## src/sv/assert_macros.svh

```systemverilog
// Assertion macros shared by the allocator RTL.
`ifndef ASSERT_MACROS_SVH
`define ASSERT_MACROS_SVH

// Checks a property at every rising clock edge outside reset.
`define ASSERT_CLK(label, prop, msg) \
   label: assert property (@(posedge clock) disable iff (reset) prop) else $error(msg);

// Checks that one condition is followed by another at the next edge.
`define ASSERT_NEXT(label, cond, prop, msg) \
   label: assert property (@(posedge clock) disable iff (reset) (cond) |=> (prop)) \
      else $error(msg);

`endif

```

## src/sv/bfba_pkg.sv

```systemverilog
// Package with the types, constants and helpers of the best-fit block allocator.
`timescale 1ns / 1ps
`default_nettype none
package bfba_pkg;

   localparam int MAX_BLOCKS = 16;
   localparam int IDX_W = (MAX_BLOCKS > 1) ? $clog2(MAX_BLOCKS) : 1;
   localparam int CNT_W = $clog2(MAX_BLOCKS + 1);
   localparam int SIZE_W = 16;
   localparam int OWNER_W = 8;
   localparam int BIDX_W = 4;
   localparam int STATUS_W = 3;

   typedef enum logic [0:0] {
      OP_LOAD  = 1'b0,
      OP_ALLOC = 1'b1
   } op_type;

   typedef enum logic [STATUS_W-1:0] {
      ST_LOADED       = 3'd0,
      ST_LOAD_INVALID = 3'd1,
      ST_TABLE_FULL   = 3'd2,
      ST_ALLOCATED    = 3'd3,
      ST_NO_FIT       = 3'd4
   } status_type;

   typedef enum logic [1:0] {
      S_IDLE,
      S_SCAN,
      S_TAIL,
      S_FINISH
   } state_type;

   typedef struct packed {
      logic [SIZE_W-1:0]  start;
      logic [SIZE_W-1:0]  size;
      logic               busy;
      logic [OWNER_W-1:0] owner;
   } entry_type;

   typedef struct packed {
      logic             we;
      logic [IDX_W-1:0] waddr;
      entry_type        wdata;
      logic             re;
      logic [IDX_W-1:0] raddr;
   } ram_cmd_type;

   typedef struct packed {
      status_type        status;
      logic [BIDX_W-1:0] block_index;
      logic [SIZE_W-1:0] block_start;
      logic [SIZE_W-1:0] block_end;
   } result_type;

   function automatic logic [BIDX_W-1:0] to_block_index(input logic [IDX_W-1:0] idx);
      logic [IDX_W+BIDX_W-1:0] wide;
      wide = {{BIDX_W{1'b0}}, idx};
      return wide[BIDX_W-1:0];
   endfunction

endpackage
`default_nettype wire

```

## src/sv/bfba_ram.sv

```systemverilog
// Single-port-write, single-port-read RAM with a registered read, used for the block table.
`timescale 1ns / 1ps
`default_nettype none
module bfba_ram #(
   parameter int DEPTH = 16,
   parameter int WIDTH = 8,
   parameter int ADDR_W = (DEPTH > 1) ? $clog2(DEPTH) : 1
) (
   input  wire logic              clock,
   input  wire logic              we,
   input  wire logic [ADDR_W-1:0] waddr,
   input  wire logic [WIDTH-1:0]  wdata,
   input  wire logic              re,
   input  wire logic [ADDR_W-1:0] raddr,
   output logic      [WIDTH-1:0]  rdata
);

   logic [WIDTH-1:0] mem [DEPTH];
   logic [WIDTH-1:0] rdata_ff;

   always_ff @(posedge clock) begin
      if (we) begin
         mem[waddr] <= wdata;
      end
   end

   always_ff @(posedge clock) begin
      if (re) begin
         rdata_ff <= mem[raddr];
      end
   end

   assign rdata = rdata_ff;

endmodule
`default_nettype wire

```

## src/sv/bfba_ctrl.sv

```systemverilog
// Sequencer that loads blocks, scans the table for the best fit and writes back the choice.
`timescale 1ns / 1ps
`default_nettype none
`include "assert_macros.svh"
module bfba_ctrl (
   input  wire logic                       clock,
   input  wire logic                       reset,
   input  wire logic                       req_valid,
   output logic                            req_stall,
   input  wire logic                       req_op,
   input  wire logic [15:0]                req_item_size,
   input  wire logic                       req_occupied,
   input  wire logic [7:0]                 req_owner_id,
   input  wire logic [15:0]                memory_total,
   output logic                            res_valid,
   output bfba_pkg::result_type            res,
   input  wire logic                       out_free,
   output bfba_pkg::ram_cmd_type           ram_cmd,
   input  wire bfba_pkg::entry_type        ram_rdata
);
   import bfba_pkg::*;

   state_type           state_ff, state_in;
   op_type              op_ff, op_in;
   logic [SIZE_W-1:0]   size_ff, size_in;
   logic [OWNER_W-1:0]  owner_ff, owner_in;
   logic [CNT_W-1:0]    count_ff, count_in;
   logic [SIZE_W-1:0]   next_start_ff, next_start_in;
   logic [IDX_W-1:0]    ptr_ff, ptr_in;
   logic                eval_vld_ff, eval_vld_in;
   logic [IDX_W-1:0]    eval_idx_ff, eval_idx_in;
   logic                found_ff, found_in;
   logic [IDX_W-1:0]    best_idx_ff, best_idx_in;
   logic [SIZE_W-1:0]   best_waste_ff, best_waste_in;
   logic [SIZE_W-1:0]   best_start_ff, best_start_in;
   logic [SIZE_W-1:0]   best_size_ff, best_size_in;
   status_type          ld_status_ff, ld_status_in;
   entry_type           ld_entry_ff, ld_entry_in;

   logic                accept;
   logic [SIZE_W:0]     load_sum;
   logic [SIZE_W-1:0]   waste;
   logic                fits;
   logic [SIZE_W-1:0]   ld_end;

   always_ff @(posedge clock) begin
      if (reset) begin
         state_ff <= S_IDLE;
         count_ff <= '0;
         next_start_ff <= '0;
         eval_vld_ff <= 1'b0;
         found_ff <= 1'b0;
      end else begin
         state_ff <= state_in;
         count_ff <= count_in;
         next_start_ff <= next_start_in;
         eval_vld_ff <= eval_vld_in;
         found_ff <= found_in;
      end
   end

   always_ff @(posedge clock) begin
      op_ff <= op_in;
      size_ff <= size_in;
      owner_ff <= owner_in;
      ptr_ff <= ptr_in;
      eval_idx_ff <= eval_idx_in;
      best_idx_ff <= best_idx_in;
      best_waste_ff <= best_waste_in;
      best_start_ff <= best_start_in;
      best_size_ff <= best_size_in;
      ld_status_ff <= ld_status_in;
      ld_entry_ff <= ld_entry_in;
   end

   assign load_sum = {1'b0, next_start_ff} + {1'b0, req_item_size};
   assign waste = ram_rdata.size - size_ff;
   assign fits = !ram_rdata.busy && (ram_rdata.size >= size_ff);
   assign ld_end = ld_entry_ff.start + ld_entry_ff.size;

   always_comb begin
      state_in = state_ff;
      op_in = op_ff;
      size_in = size_ff;
      owner_in = owner_ff;
      count_in = count_ff;
      next_start_in = next_start_ff;
      ptr_in = ptr_ff;
      eval_vld_in = 1'b0;
      eval_idx_in = ptr_ff;
      found_in = found_ff;
      best_idx_in = best_idx_ff;
      best_waste_in = best_waste_ff;
      best_start_in = best_start_ff;
      best_size_in = best_size_ff;
      ld_status_in = ld_status_ff;
      ld_entry_in = ld_entry_ff;
      req_stall = 1'b1;
      accept = 1'b0;
      res_valid = 1'b0;
      res = '{status: ST_NO_FIT, block_index: '0, block_start: '0, block_end: '0};
      ram_cmd = '{we: 1'b0, waddr: '0, wdata: '0, re: 1'b0, raddr: ptr_ff};

      if (eval_vld_ff && fits && (!found_ff || waste < best_waste_ff)) begin
         found_in = 1'b1;
         best_idx_in = eval_idx_ff;
         best_waste_in = waste;
         best_start_in = ram_rdata.start;
         best_size_in = ram_rdata.size;
      end

      unique case (state_ff)
         S_IDLE: begin
            req_stall = 1'b0;
            accept = req_valid;
            if (accept) begin
               op_in = op_type'(req_op);
               size_in = req_item_size;
               owner_in = req_owner_id;
               ptr_in = '0;
               found_in = 1'b0;
               if (req_item_size == '0 || load_sum > {1'b0, memory_total}) begin
                  ld_status_in = ST_LOAD_INVALID;
               end else if (count_ff == CNT_W'(MAX_BLOCKS)) begin
                  ld_status_in = ST_TABLE_FULL;
               end else begin
                  ld_status_in = ST_LOADED;
               end
               ld_entry_in = '{start: next_start_ff, size: req_item_size, busy: req_occupied,
                               owner: req_occupied ? req_owner_id : '0};
               if (op_type'(req_op) == OP_ALLOC && count_ff != '0) begin
                  state_in = S_SCAN;
               end else begin
                  state_in = S_FINISH;
               end
            end
         end
         S_SCAN: begin
            ram_cmd.re = 1'b1;
            eval_vld_in = 1'b1;
            ptr_in = ptr_ff + IDX_W'(1);
            if (CNT_W'(ptr_ff) + CNT_W'(1) == count_ff) begin
               state_in = S_TAIL;
            end
         end
         S_TAIL: begin
            state_in = S_FINISH;
         end
         S_FINISH: begin
            res_valid = 1'b1;
            if (op_ff == OP_LOAD) begin
               res.status = ld_status_ff;
               if (ld_status_ff == ST_LOADED) begin
                  res.block_index = to_block_index(count_ff[IDX_W-1:0]);
                  res.block_start = ld_entry_ff.start;
                  res.block_end = ld_end;
                  ram_cmd.we = 1'b1;
                  ram_cmd.waddr = count_ff[IDX_W-1:0];
                  ram_cmd.wdata = ld_entry_ff;
               end
            end else if (found_ff) begin
               res.status = ST_ALLOCATED;
               res.block_index = to_block_index(best_idx_ff);
               res.block_start = best_start_ff;
               res.block_end = best_start_ff + best_size_ff;
               ram_cmd.we = 1'b1;
               ram_cmd.waddr = best_idx_ff;
               ram_cmd.wdata = '{start: best_start_ff, size: best_size_ff, busy: 1'b1,
                                 owner: owner_ff};
            end
            if (out_free) begin
               state_in = S_IDLE;
               if (op_ff == OP_LOAD && ld_status_ff == ST_LOADED) begin
                  count_in = count_ff + CNT_W'(1);
                  next_start_in = ld_end;
               end
            end
         end
         default: begin
            state_in = S_IDLE;
         end
      endcase
   end

   `ASSERT_CLK(a_count_bound, count_ff <= CNT_W'(MAX_BLOCKS), "block count above table depth")
   `ASSERT_CLK(a_no_rw_overlap, !(ram_cmd.we && ram_cmd.re), "table read and write overlap")
   `ASSERT_CLK(a_best_in_table, !found_ff || CNT_W'(best_idx_ff) < count_ff,
      "best fit index outside loaded blocks")
   `ASSERT_NEXT(a_load_grows, res_valid && out_free && op_ff == OP_LOAD &&
      ld_status_ff == ST_LOADED, count_ff == $past(count_ff) + CNT_W'(1),
      "load did not advance block count")

endmodule
`default_nettype wire

```

## src/sv/best_fit_block_allocator_core.sv

```systemverilog
// Top level of the best-fit block allocator: register, table memory, sequencer and output stage.
// A load, or an allocate on an empty table, goes from the idle state straight to the finish state.
// An allocate on a table of N blocks, at most MAX_BLOCKS, passes through the scan, tail and finish
// states, with a one-entry-per-cycle scan of the table memory; the next item waits for idle.
// The output register holds a result while the next item is accepted and worked on.
// Synchronous reset empties the table, clears the start address and sets the total to 65535.
`timescale 1ns / 1ps
`default_nettype none
`include "assert_macros.svh"
module best_fit_block_allocator_core (
   input  wire logic        clock,
   input  wire logic        reset,
   input  wire logic        req_valid,
   output logic             req_stall,
   input  wire logic        req_op,
   input  wire logic [15:0] req_item_size,
   input  wire logic        req_occupied,
   input  wire logic [7:0]  req_owner_id,
   output logic             rsp_valid,
   input  wire logic        rsp_stall,
   output logic [2:0]       rsp_status,
   output logic [3:0]       rsp_block_index,
   output logic [15:0]      rsp_block_start,
   output logic [15:0]      rsp_block_end,
   input  wire logic        csr_wr_en,
   input  wire logic [15:0] csr_wr_data
);
   import bfba_pkg::*;

   logic [SIZE_W-1:0] total_ff;
   logic              rsp_valid_ff, rsp_valid_in;
   result_type        rsp_ff;
   logic              res_valid;
   result_type        res;
   logic              out_free;
   ram_cmd_type       ram_cmd;
   entry_type         ram_rdata;

   always_ff @(posedge clock) begin
      if (reset) begin
         total_ff <= 16'hFFFF;
      end else if (csr_wr_en) begin
         total_ff <= csr_wr_data;
      end
   end

   assign out_free = !rsp_valid_ff || !rsp_stall;

   always_comb begin
      rsp_valid_in = rsp_valid_ff;
      if (res_valid && out_free) begin
         rsp_valid_in = 1'b1;
      end else if (!rsp_stall) begin
         rsp_valid_in = 1'b0;
      end
   end

   always_ff @(posedge clock) begin
      if (reset) begin
         rsp_valid_ff <= 1'b0;
      end else begin
         rsp_valid_ff <= rsp_valid_in;
      end
   end

   always_ff @(posedge clock) begin
      if (res_valid && out_free) begin
         rsp_ff <= res;
      end
   end

   bfba_ram #(
      .DEPTH (MAX_BLOCKS),
      .WIDTH ($bits(entry_type))
   ) u_ram (
      .clock (clock),
      .we    (ram_cmd.we),
      .waddr (ram_cmd.waddr),
      .wdata (ram_cmd.wdata),
      .re    (ram_cmd.re),
      .raddr (ram_cmd.raddr),
      .rdata (ram_rdata)
   );

   bfba_ctrl u_ctrl (
      .clock         (clock),
      .reset         (reset),
      .req_valid     (req_valid),
      .req_stall     (req_stall),
      .req_op        (req_op),
      .req_item_size (req_item_size),
      .req_occupied  (req_occupied),
      .req_owner_id  (req_owner_id),
      .memory_total  (total_ff),
      .res_valid     (res_valid),
      .res           (res),
      .out_free      (out_free),
      .ram_cmd       (ram_cmd),
      .ram_rdata     (ram_rdata)
   );

   assign rsp_valid = rsp_valid_ff;
   assign rsp_status = rsp_ff.status;
   assign rsp_block_index = rsp_ff.block_index;
   assign rsp_block_start = rsp_ff.block_start;
   assign rsp_block_end = rsp_ff.block_end;

   `ASSERT_NEXT(a_rsp_loaded, res_valid && out_free, rsp_valid_ff,
      "finished item not shown at the output")
   `ASSERT_CLK(a_no_fit_zero, !rsp_valid_ff || rsp_ff.status != ST_NO_FIT ||
      (rsp_ff.block_start == '0 && rsp_ff.block_end == '0), "no fit result carries an address")

endmodule
`default_nettype wire
```

## config.mk

```make
export PLATFORM = sky130hd
export DESIGN_NAME = best_fit_block_allocator_core
export DESIGN_NICKNAME = d
export VERILOG_FILES = /design/src/sv/bfba_pkg.sv /design/src/sv/bfba_ram.sv /design/src/sv/bfba_ctrl.sv /design/src/sv/best_fit_block_allocator_core.sv
export VERILOG_INCLUDE_DIRS = /design/src /design/src/sv
export SDC_FILE = /design/constraint.sdc
export NUM_CORES = 1
export LEC_CHECK = 0
export ABC_AREA = 1
export BUFFER_PORTS_ARGS = -buffer_cell sky130_fd_sc_hd__buf_2
export CAP_MARGIN = 20
export CORE_MARGIN = 5
export CORE_UTILIZATION = 50
export CTS_CLUSTER_DIAMETER = 100
export CTS_CLUSTER_SIZE = 30
export DETAILED_ROUTE_END_ITERATION = 8
export PLACE_DENSITY = 0.66
export SYNTH_ARGS = -nofsm -noshare
export SYNTH_HDL_FRONTEND = slang
export SYNTH_SLANG_ARGS = --single-unit
```

## constraint.sdc

```tcl
create_clock -name clock -period 7.1 [get_ports clock]
set_input_delay 1.775 -clock clock [delete_from_list [all_inputs] [get_ports clock]]
set_output_delay 1.775 -clock clock [all_outputs]
set_load 0.02 [all_outputs]
```

Yosys cells after proc, flatten, opt, wreduce, memory -nomap -nowiden
Memory sizes are Yosys's and may differ from the RTL's. A register that Yosys moved wholly into a read port is not among the register bits.
Cells that the tools add are included.
{"block": "op_classes", "addsub": 7, "n_mul": 0, "div_mod_pow": 0, "n_lt_le_gt_ge": 3, "eq_ne": 9, "shifts": 0, "mux": 25, "n_bitwise": 1, "n_reduce_logical": 22}
{"op": "46-bit two-way mux", "n": 4}
{"op": "39-bit two-way mux", "n": 2}
{"op": "36-bit two-way mux", "n": 1}
{"op": "16-bit adder", "n": 2}
{"op": "16-bit by 16-bit adder with 17-bit output", "n": 1}
{"op": "17-bit by 16-bit greater-than comparator with 1-bit output", "n": 1}
{"op": "16-bit >= comparator", "n": 1}
{"op": "16-bit zero test", "n": 1}
{"op": "16-bit < comparator", "n": 1}
{"op": "16-bit subtractor", "n": 1}
{"op": "1-bit two-way mux", "n": 10}
{"op": "2-bit two-way mux", "n": 5}
{"op": "2-bit case mux with 4 select lines", "n": 1}
{"op": "4-bit case mux with 2 select lines", "n": 1}
{"op": "1-bit logical AND", "n": 6}
{"op": "3-bit AND reduction", "n": 2}
{"op": "4-bit by 1-bit adder with 5-bit output (second input constant)", "n": 1}
{"op": "5-bit by 1-bit adder with 5-bit output (second input constant)", "n": 1}
{"op": "5-bit == test", "n": 1}
{"op": "5-bit == test (second input constant)", "n": 1}
{"op": "5-bit nonzero test", "n": 1}
{"op": "4-bit by 1-bit adder with 4-bit output (second input constant)", "n": 1}
{"op": "2-bit == test (second input constant)", "n": 2}
{"op": "1-bit zero test", "n": 4}
{"op": "10 further kinds", "n": 15}
{"block": "word_totals", "ff_bits": 194, "latchBits": 0, "ram_bits": 656, "romBits": 0, "in_bits": 47, "elab_cells": 92, "mem_count": 1}
{"name": "u_ram.mem", "depth": 16, "width": 41, "read_ports": 1, "rd_ports_with_merged_regs": 1, "write_ports": 1, "line": "bfba_ram.sv:18", "source": "logic [WIDTH-1:0] mem [DEPTH];"}

Logic depth before layout (Yosys ltp)
{"block": "logic_depth", "word_depth": 7, "depth_mapped": 23, "ltp_nobuf": 23}

Modules after synthesis
From an unflattened synthesis, not the netlist that was laid out.
{"block": "unflattened", "cells_unflattened": 3854, "hier_area_um2": 40662.7}
{"module": "bfba_ram", "instances": 1, "cells_per_inst": 2708, "area_each_um2": 29514.6, "seq_area_each_um2": 20930.1}
{"module": "bfba_ctrl", "instances": 1, "cells_per_inst": 1032, "area_each_um2": 9286.4, "seq_area_each_um2": 3823.7}
{"module": "best_fit_block_allocator_core", "instances": 1, "cells_per_inst": 114, "area_each_um2": 1861.8, "seq_area_each_um2": 1511.4}

Worst setup path before layout
No wires, ideal clock.
{"block": "synth_path", "path_type": "flip-flop to flip-flop", "start": "register, netlist name u_ctrl.ld_entry_ff[9]", "end": "register u_ctrl.best_idx_ff[0] (enable)", "setup_ps": 479, "arrival_time_ps": 5075, "required_time_ps": 6621, "setup_slack_ps": 1546, "path_stages_with_launch": 15, "path_buffers": 0, "period_less_slack_ps": 5554, "cell_sequence": "edfxtp_1 ha_1 fa_1 nand3b_1 nand2_1 nand2_1 o211ai_1 a21oi_1 o21bai_1 xor2_1 ha_1 nand4_1 o221a_2 nand2_1 a21oi_1"}
{"item": "end signal: assignment", "line": "bfba_ctrl.sv:68", "source": "best_idx_ff <= best_idx_in;"}
{"item": "end: declaration", "line": "bfba_ctrl.sv:33", "source": "logic [IDX_W-1:0] best_idx_ff, best_idx_in;"}

Final worst setup path
{"block": "layout_path", "start": "input port req_item_size[0]", "end": "register u_ctrl.ld_status_ff[1] (data pin)"}
{"block": "layout_between", "elab_chain_cells": 3}
{"item": "start: declaration", "line": "best_fit_block_allocator_core.sv:16", "source": "input wire logic [15:0] req_item_size,"}
{"item": "16-bit by 16-bit adder with 17-bit output", "line": "bfba_ctrl.sv:76", "source": "assign load_sum = {1'b0, next_start_ff} + {1'b0, req_item_size};"}
{"item": "17-bit by 16-bit greater-than comparator with 1-bit output", "line": "bfba_ctrl.sv:122", "source": "if (req_item_size == '0 || load_sum > {1'b0, memory_total}) begin"}
{"item": "1-bit logical OR (*)", "line": "bfba_ctrl.sv:122"}
{"item": "end signal: assignment", "line": "bfba_ctrl.sv:72", "source": "ld_status_ff <= ld_status_in;"}
{"item": "end: declaration", "line": "bfba_ctrl.sv:37", "source": "status_type ld_status_ff, ld_status_in;"}
Every way passes the cells marked *; elsewhere a longest branch is shown, timed or not.
A chain may end at the register's enable or synchronous reset.

==> metrics list <==
* Post-detailed-placement half-perimeter wirelength: 48.0 mm
- Root Buffer: sky130_fd_sc_hd__clkbuf_16
- STA puts the critical path data arrival time at 4.67 ns.
- Crit path kind: input pin to flip-flop
* Buffers inserted by post-CTS timing repair: 0
- Quantity of I/O buffers inserted on ports: 79
- Summed over all nets, the switching power comes to 4.01 mW.
- H-tree Lvls: 1
- Subtracting the final worst setup slack from the clock period gives 4.27 ns.
- Routability-driven placement finished with a final weighted congestion of 0.929.
- Worst ir drop on vdd: 271 µV
- Core region area: 63,300 µm²
* Worst slack, placed: 2.18 ns
- Grt total ovfl: 0
* Commonest cells after routing, fill and taps aside: sky130_fd_sc_hd__edfxtp_1, sky130_fd_sc_hd__nand2_1, sky130_fd_sc_hd__nor2_1, sky130_fd_sc_hd__o21ai_0, sky130_fd_sc_hd__a21oi_1
* R2R Setup Slk: 2.85 ns
- Share of the yosys chip area belonging to registers: 67.7%
- Final setup slack of the worst path: 2.83 ns
* Iter 0 DRT Violations: 1,820
- Clock tree from TritonCTS: yes
- Post-synthesis async set-or-reset flop share: 0%
* Clock buffer depth: 3
* Proportion of power drawn by the clock network: 19.4%
* Die outline width: 263 µm
- Entering global routing, the biggest net connects 223 pins.
* Highest fanout seen on the critical path: 3
* Worst Reg2Reg Path Length in Cells: 15
* I/O pin count: 88
- For this design the ratio of total power to cell area is 326 nW/µm².
* Synth unique cells: 49
- Total power for the finished layout comes to 11.2 mW.
* CTS Hold Buffers Added: 0
* Result of the run: complete, no violations
- Relative to the synthesized area, the layout overhead comes to 7.48%.
- The clock arrives with 0.0399 ns of skew.
- Final core area utilization: 54.4%
- Worst relative slew slack: 25.9%
- The most used flip-flop cell after synthesis is sky130_fd_sc_hd__edfxtp_1.
* Initial antenna violation count: 0
* Post-Route WL: 80.1 mm
* Standby leakage power: 11.5 nW
- Tracing the worst setup path back leads to its startpoint at req_item_size[0].
* R2R Path Start: u_ctrl.ld_entry_ff[9]$_DFFE_PP_
- Number of gates resized after cts: 0
- For this run, the post-layout net count is 2,722.
* Maximum clock frequency: 0.234 GHz
* Required time worst endpoint: 7.51 ns
- Sort of element at the start of the critical path: input pin
- Switching power share of the total: 35.8%
* Total setup violations reported at the end of the flow: 0
* Setup TNS: 0 ns
- Worst-Skew Late Latency: 0.65 ns
* Height of the die: 263 µm
- Internal power summed over all cells: 7.21 mW
- Share of the cycle needed by the critical path after routing: 60.1%
* Worst Setup End Kind: flip-flop
- Count of pins over their slew limit: 0
- For this run, design rule violations remaining after detail routing come to 0.
- Share of cells above drive strength 1: 8.59%
- Setup repair after global routing left no endpoint under its margin.
* Part of the total power dissipated in combinational logic: 33.3%
* Number of global-route vias before repair: 19,260
- First-pass GRT wire length: 119 mm
- Wirelength per Cell: 23.3 µm
- Overall global routing resource usage: 22.2%
- The final hold violation count was 0.
* Count of filler cells inserted in the layout: 5,240
- CTS saw 738 sinks.
- In this run, synthesis inferred 692 flip-flops with an integrated enable.
- In the synthesized netlist, the number of instances is 2,521.
- For this run, the detailed router's first-pass iteration total came to 5.
* Total CTS buffers: 30
- In this run the core area contains 92 standard-cell rows.
- Seq cells post-synth: 738
- Worst-margin pin slew: 1.11 ns
- The initial utilization of the core area, before any placement, comes to 50.6%.
- The path class of the tightest hold or removal check is flip-flop to flip-flop.
- Via density per instance: 5.91
* Count of antenna-violating nets left after detailed routing: 0
- RR Endpoint: u_ctrl.best_size_ff[12]$_DFFE_PP_
- Following the worst setup path forward leads to its endpoint at u_ctrl.ld_status_ff[1]$_SDFFCE_PP0P_.
- The detailed router placed 20,328 vias in this run.
- Most frequent standard cell in the layout excluding fill and tap cells: sky130_fd_sc_hd__edfxtp_1
- Die ar.: 69,300 µm²
- The mapped netlist covers 32,000 µm².
* Clock transition at the registers of the reported paths: 0.11 ns
- Each instance of the synthesized netlist takes up on average 12.7 µm².
- Synthesized net count: 2,672
- HP Start: u_ctrl.eval_idx_ff[3]$_DFF_P_
- Flop pwr share: 47.3%
- Number of warnings issued by yosys: 0
- The tool flagged a number of max-cap violations equal to 0.
synthesized netlist by cell type (2+ instances only):
| cell type | number | area, µm² |
|---|---|---|
| sky130_fd_sc_hd__o21ai_0 | 186 | 931 |
| sky130_fd_sc_hd__fa_1 | 4 | 80.1 |
| sky130_fd_sc_hd__a21boi_1 | 2 | 15.0 |
| sky130_fd_sc_hd__buf_2 | 24 | 120 |
| sky130_fd_sc_hd__o32ai_1 | 22 | 193 |
| sky130_fd_sc_hd__nand2_2 | 3 | 18.8 |
| sky130_fd_sc_hd__buf_8 | 3 | 45.0 |
| sky130_fd_sc_hd__o21ai_2 | 4 | 35.0 |
| sky130_fd_sc_hd__nand2_1 | 298 | 1120 |
| sky130_fd_sc_hd__nor2_1 | 259 | 972 |
| sky130_fd_sc_hd__nand4_1 | 14 | 87.6 |
| sky130_fd_sc_hd__buf_6 | 16 | 180 |
| sky130_fd_sc_hd__a31oi_1 | 7 | 43.8 |
| sky130_fd_sc_hd__o211ai_1 | 27 | 203 |
| sky130_fd_sc_hd__nor4_1 | 4 | 25.0 |
| sky130_fd_sc_hd__a21o_1 | 9 | 67.6 |
| sky130_fd_sc_hd__inv_1 | 144 | 541 |
| sky130_fd_sc_hd__xnor2_1 | 14 | 123 |
| sky130_fd_sc_hd__o21bai_1 | 4 | 30.0 |
| sky130_fd_sc_hd__ha_1 | 100 | 1250 |
| sky130_fd_sc_hd__a21oi_1 | 155 | 776 |
| sky130_fd_sc_hd__edfxtp_1 | 692 | 20800 |
| sky130_fd_sc_hd__clkbuf_1 | 70 | 263 |
| sky130_fd_sc_hd__nand3_1 | 87 | 435 |
| sky130_fd_sc_hd__dfxtp_1 | 46 | 921 |
| sky130_fd_sc_hd__a21oi_2 | 6 | 52.6 |
| sky130_fd_sc_hd__mux2i_1 | 108 | 1080 |
| sky130_fd_sc_hd__xor2_1 | 26 | 228 |
| sky130_fd_sc_hd__or2_2 | 5 | 31.3 |
| sky130_fd_sc_hd__o221ai_1 | 108 | 946 |
| sky130_fd_sc_hd__o21ai_1 | 12 | 60.1 |
| sky130_fd_sc_hd__buf_4 | 3 | 22.5 |
| sky130_fd_sc_hd__nor3_1 | 19 | 95.1 |
| sky130_fd_sc_hd__buf_1 | 7 | 26.3 |
| sky130_fd_sc_hd__nand3b_1 | 9 | 67.6 |
| sky130_fd_sc_hd__a211oi_1 | 7 | 52.6 |
| sky130_fd_sc_hd__inv_2 | 3 | 11.3 |
| sky130_fd_sc_hd__o22ai_1 | 3 | 18.8 |
flip-flops by register name, indices dropped and copies added, names as in the netlist, 2 cells and up:
name,cells
u_ctrl.ld_status_ff,2
u_ctrl.state_ff,2
u_ctrl.best_waste_ff,16
rsp_block_index,4
rsp_block_start,16
u_ctrl.best_idx_ff,4
u_ctrl.best_start_ff,16
u_ram.mem,528
u_ctrl.count_ff,5
u_ctrl.eval_idx_ff,4
u_ctrl.best_size_ff,16
rsp_status,3
total_ff,16
u_ctrl.eval_idx_in,4
rsp_block_end,16
u_ram.rdata,33
u_ctrl.ld_entry_ff,33
u_ctrl.next_start_ff,16
worst max-delay path, cell delays in order:
cell and delay [ns]:
sky130_fd_sc_hd__buf_2 0.12, sky130_fd_sc_hd__ha_1 0.17, sky130_fd_sc_hd__inv_1 0.06, sky130_fd_sc_hd__fa_1 0.43, sky130_fd_sc_hd__inv_1 0.07, sky130_fd_sc_hd__nand3_1 0.06
sky130_fd_sc_hd__nand2_1 0.12, sky130_fd_sc_hd__a21oi_2 0.11, sky130_fd_sc_hd__o21ai_2 0.21, sky130_fd_sc_hd__a21boi_1 0.12, sky130_fd_sc_hd__o21ai_0 0.20, sky130_fd_sc_hd__xor2_1 0.10
sky130_fd_sc_hd__ha_1 0.29, sky130_fd_sc_hd__inv_1 0.05, sky130_fd_sc_hd__nor3_1 0.24, sky130_fd_sc_hd__nand2_1 0.09, sky130_fd_sc_hd__nand2_1 0.06, sky130_fd_sc_hd__nand2_1 0.05
sky130_fd_sc_hd__nand2_1 0.05, sky130_fd_sc_hd__nand2_1 0.05, sky130_fd_sc_hd__nand2_1 0.05, sky130_fd_sc_hd__nand2_1 0.04, sky130_fd_sc_hd__nand2_1 0.11, sky130_fd_sc_hd__nor2_1 0.05
worst min-delay path by stage:
stage	end	slack [ns]	cells past startpoint
floorplan	u_ctrl.eval_idx_ff[3]$_DFF_P_	0.34	0
global placement	u_ctrl.best_idx_ff[3]$_DFFE_PP_	0.39	0
detailed placement	u_ctrl.best_idx_ff[1]$_DFFE_PP_	0.39	0
CTS	u_ctrl.best_idx_ff[3]$_DFFE_PP_	0.41	0
global route	u_ctrl.best_idx_ff[0]$_DFFE_PP_	0.42	0
finish	u_ctrl.best_idx_ff[3]$_DFFE_PP_	0.41	0
final cells by class:
cell class | count | area (µm²) | area share, %
Antenna cell | 1 | 2.50 | 0.00727
Timing Repair Buffer | 141 | 900 | 2.61
Inverter | 148 | 558 | 1.62
Sequential cell | 738 | 21700 | 63.0
Clock inverter | 5 | 80.1 | 0.232
Clock buffer | 51 | 872 | 2.53
Tap cell | 846 | 1060 | 3.07
Multi-Input combinational cell | 1512 | 9270 | 26.9
cells by family (layout without fill, tap and decap cells):
| kind of cell | after synthesis | after routing | share of synthesized area, % |
|---|---|---|---|
| fa+ha+maj | 104 | 104 | 4.15 |
| simple gates | 701 | 701 | 8.97 |
| other cells | 0 | 1 | 0 |
| buf+inv | 271 | 345 | 3.78 |
| xor+xnor | 41 | 41 | 1.14 |
| compound gates | 558 | 558 | 10.9 |
| flops | 738 | 738 | 67.7 |
| mux | 108 | 108 | 3.37 |
power by group through the flow:
stage,clock (mW),sequential (mW),combinational [mW]
global placement,0,5.41,3.60
detailed placement,0,5.41,3.70
finish,2.17,5.31,3.74
global route,2.37,5.34,4.10
floorplan,0,5.37,2.75
CTS,2.22,5.32,3.71
per-layer routing:
layer,vias up,part of all wire [%],GRT usage [%]
met5,-,0,0
met4,0,2.0,4.56
met3,95,6.9,3.28
met2,652,49,37.1
met1,10175,42,31.4
li1,9406,-,-
stage by stage:
stage | hold WS (ns) | instance area [µm²] | cells
global placement | 0.386 | 33300 | 3368
finish | 0.411 | 34400 | 3442
detailed placement | 0.389 | 33400 | 3369
floorplan | 0.343 | 32000 | 2521
global route | 0.424 | 34400 | 3441
CTS | 0.414 | 34300 | 3425
Power figures use the tool's default switching activity.
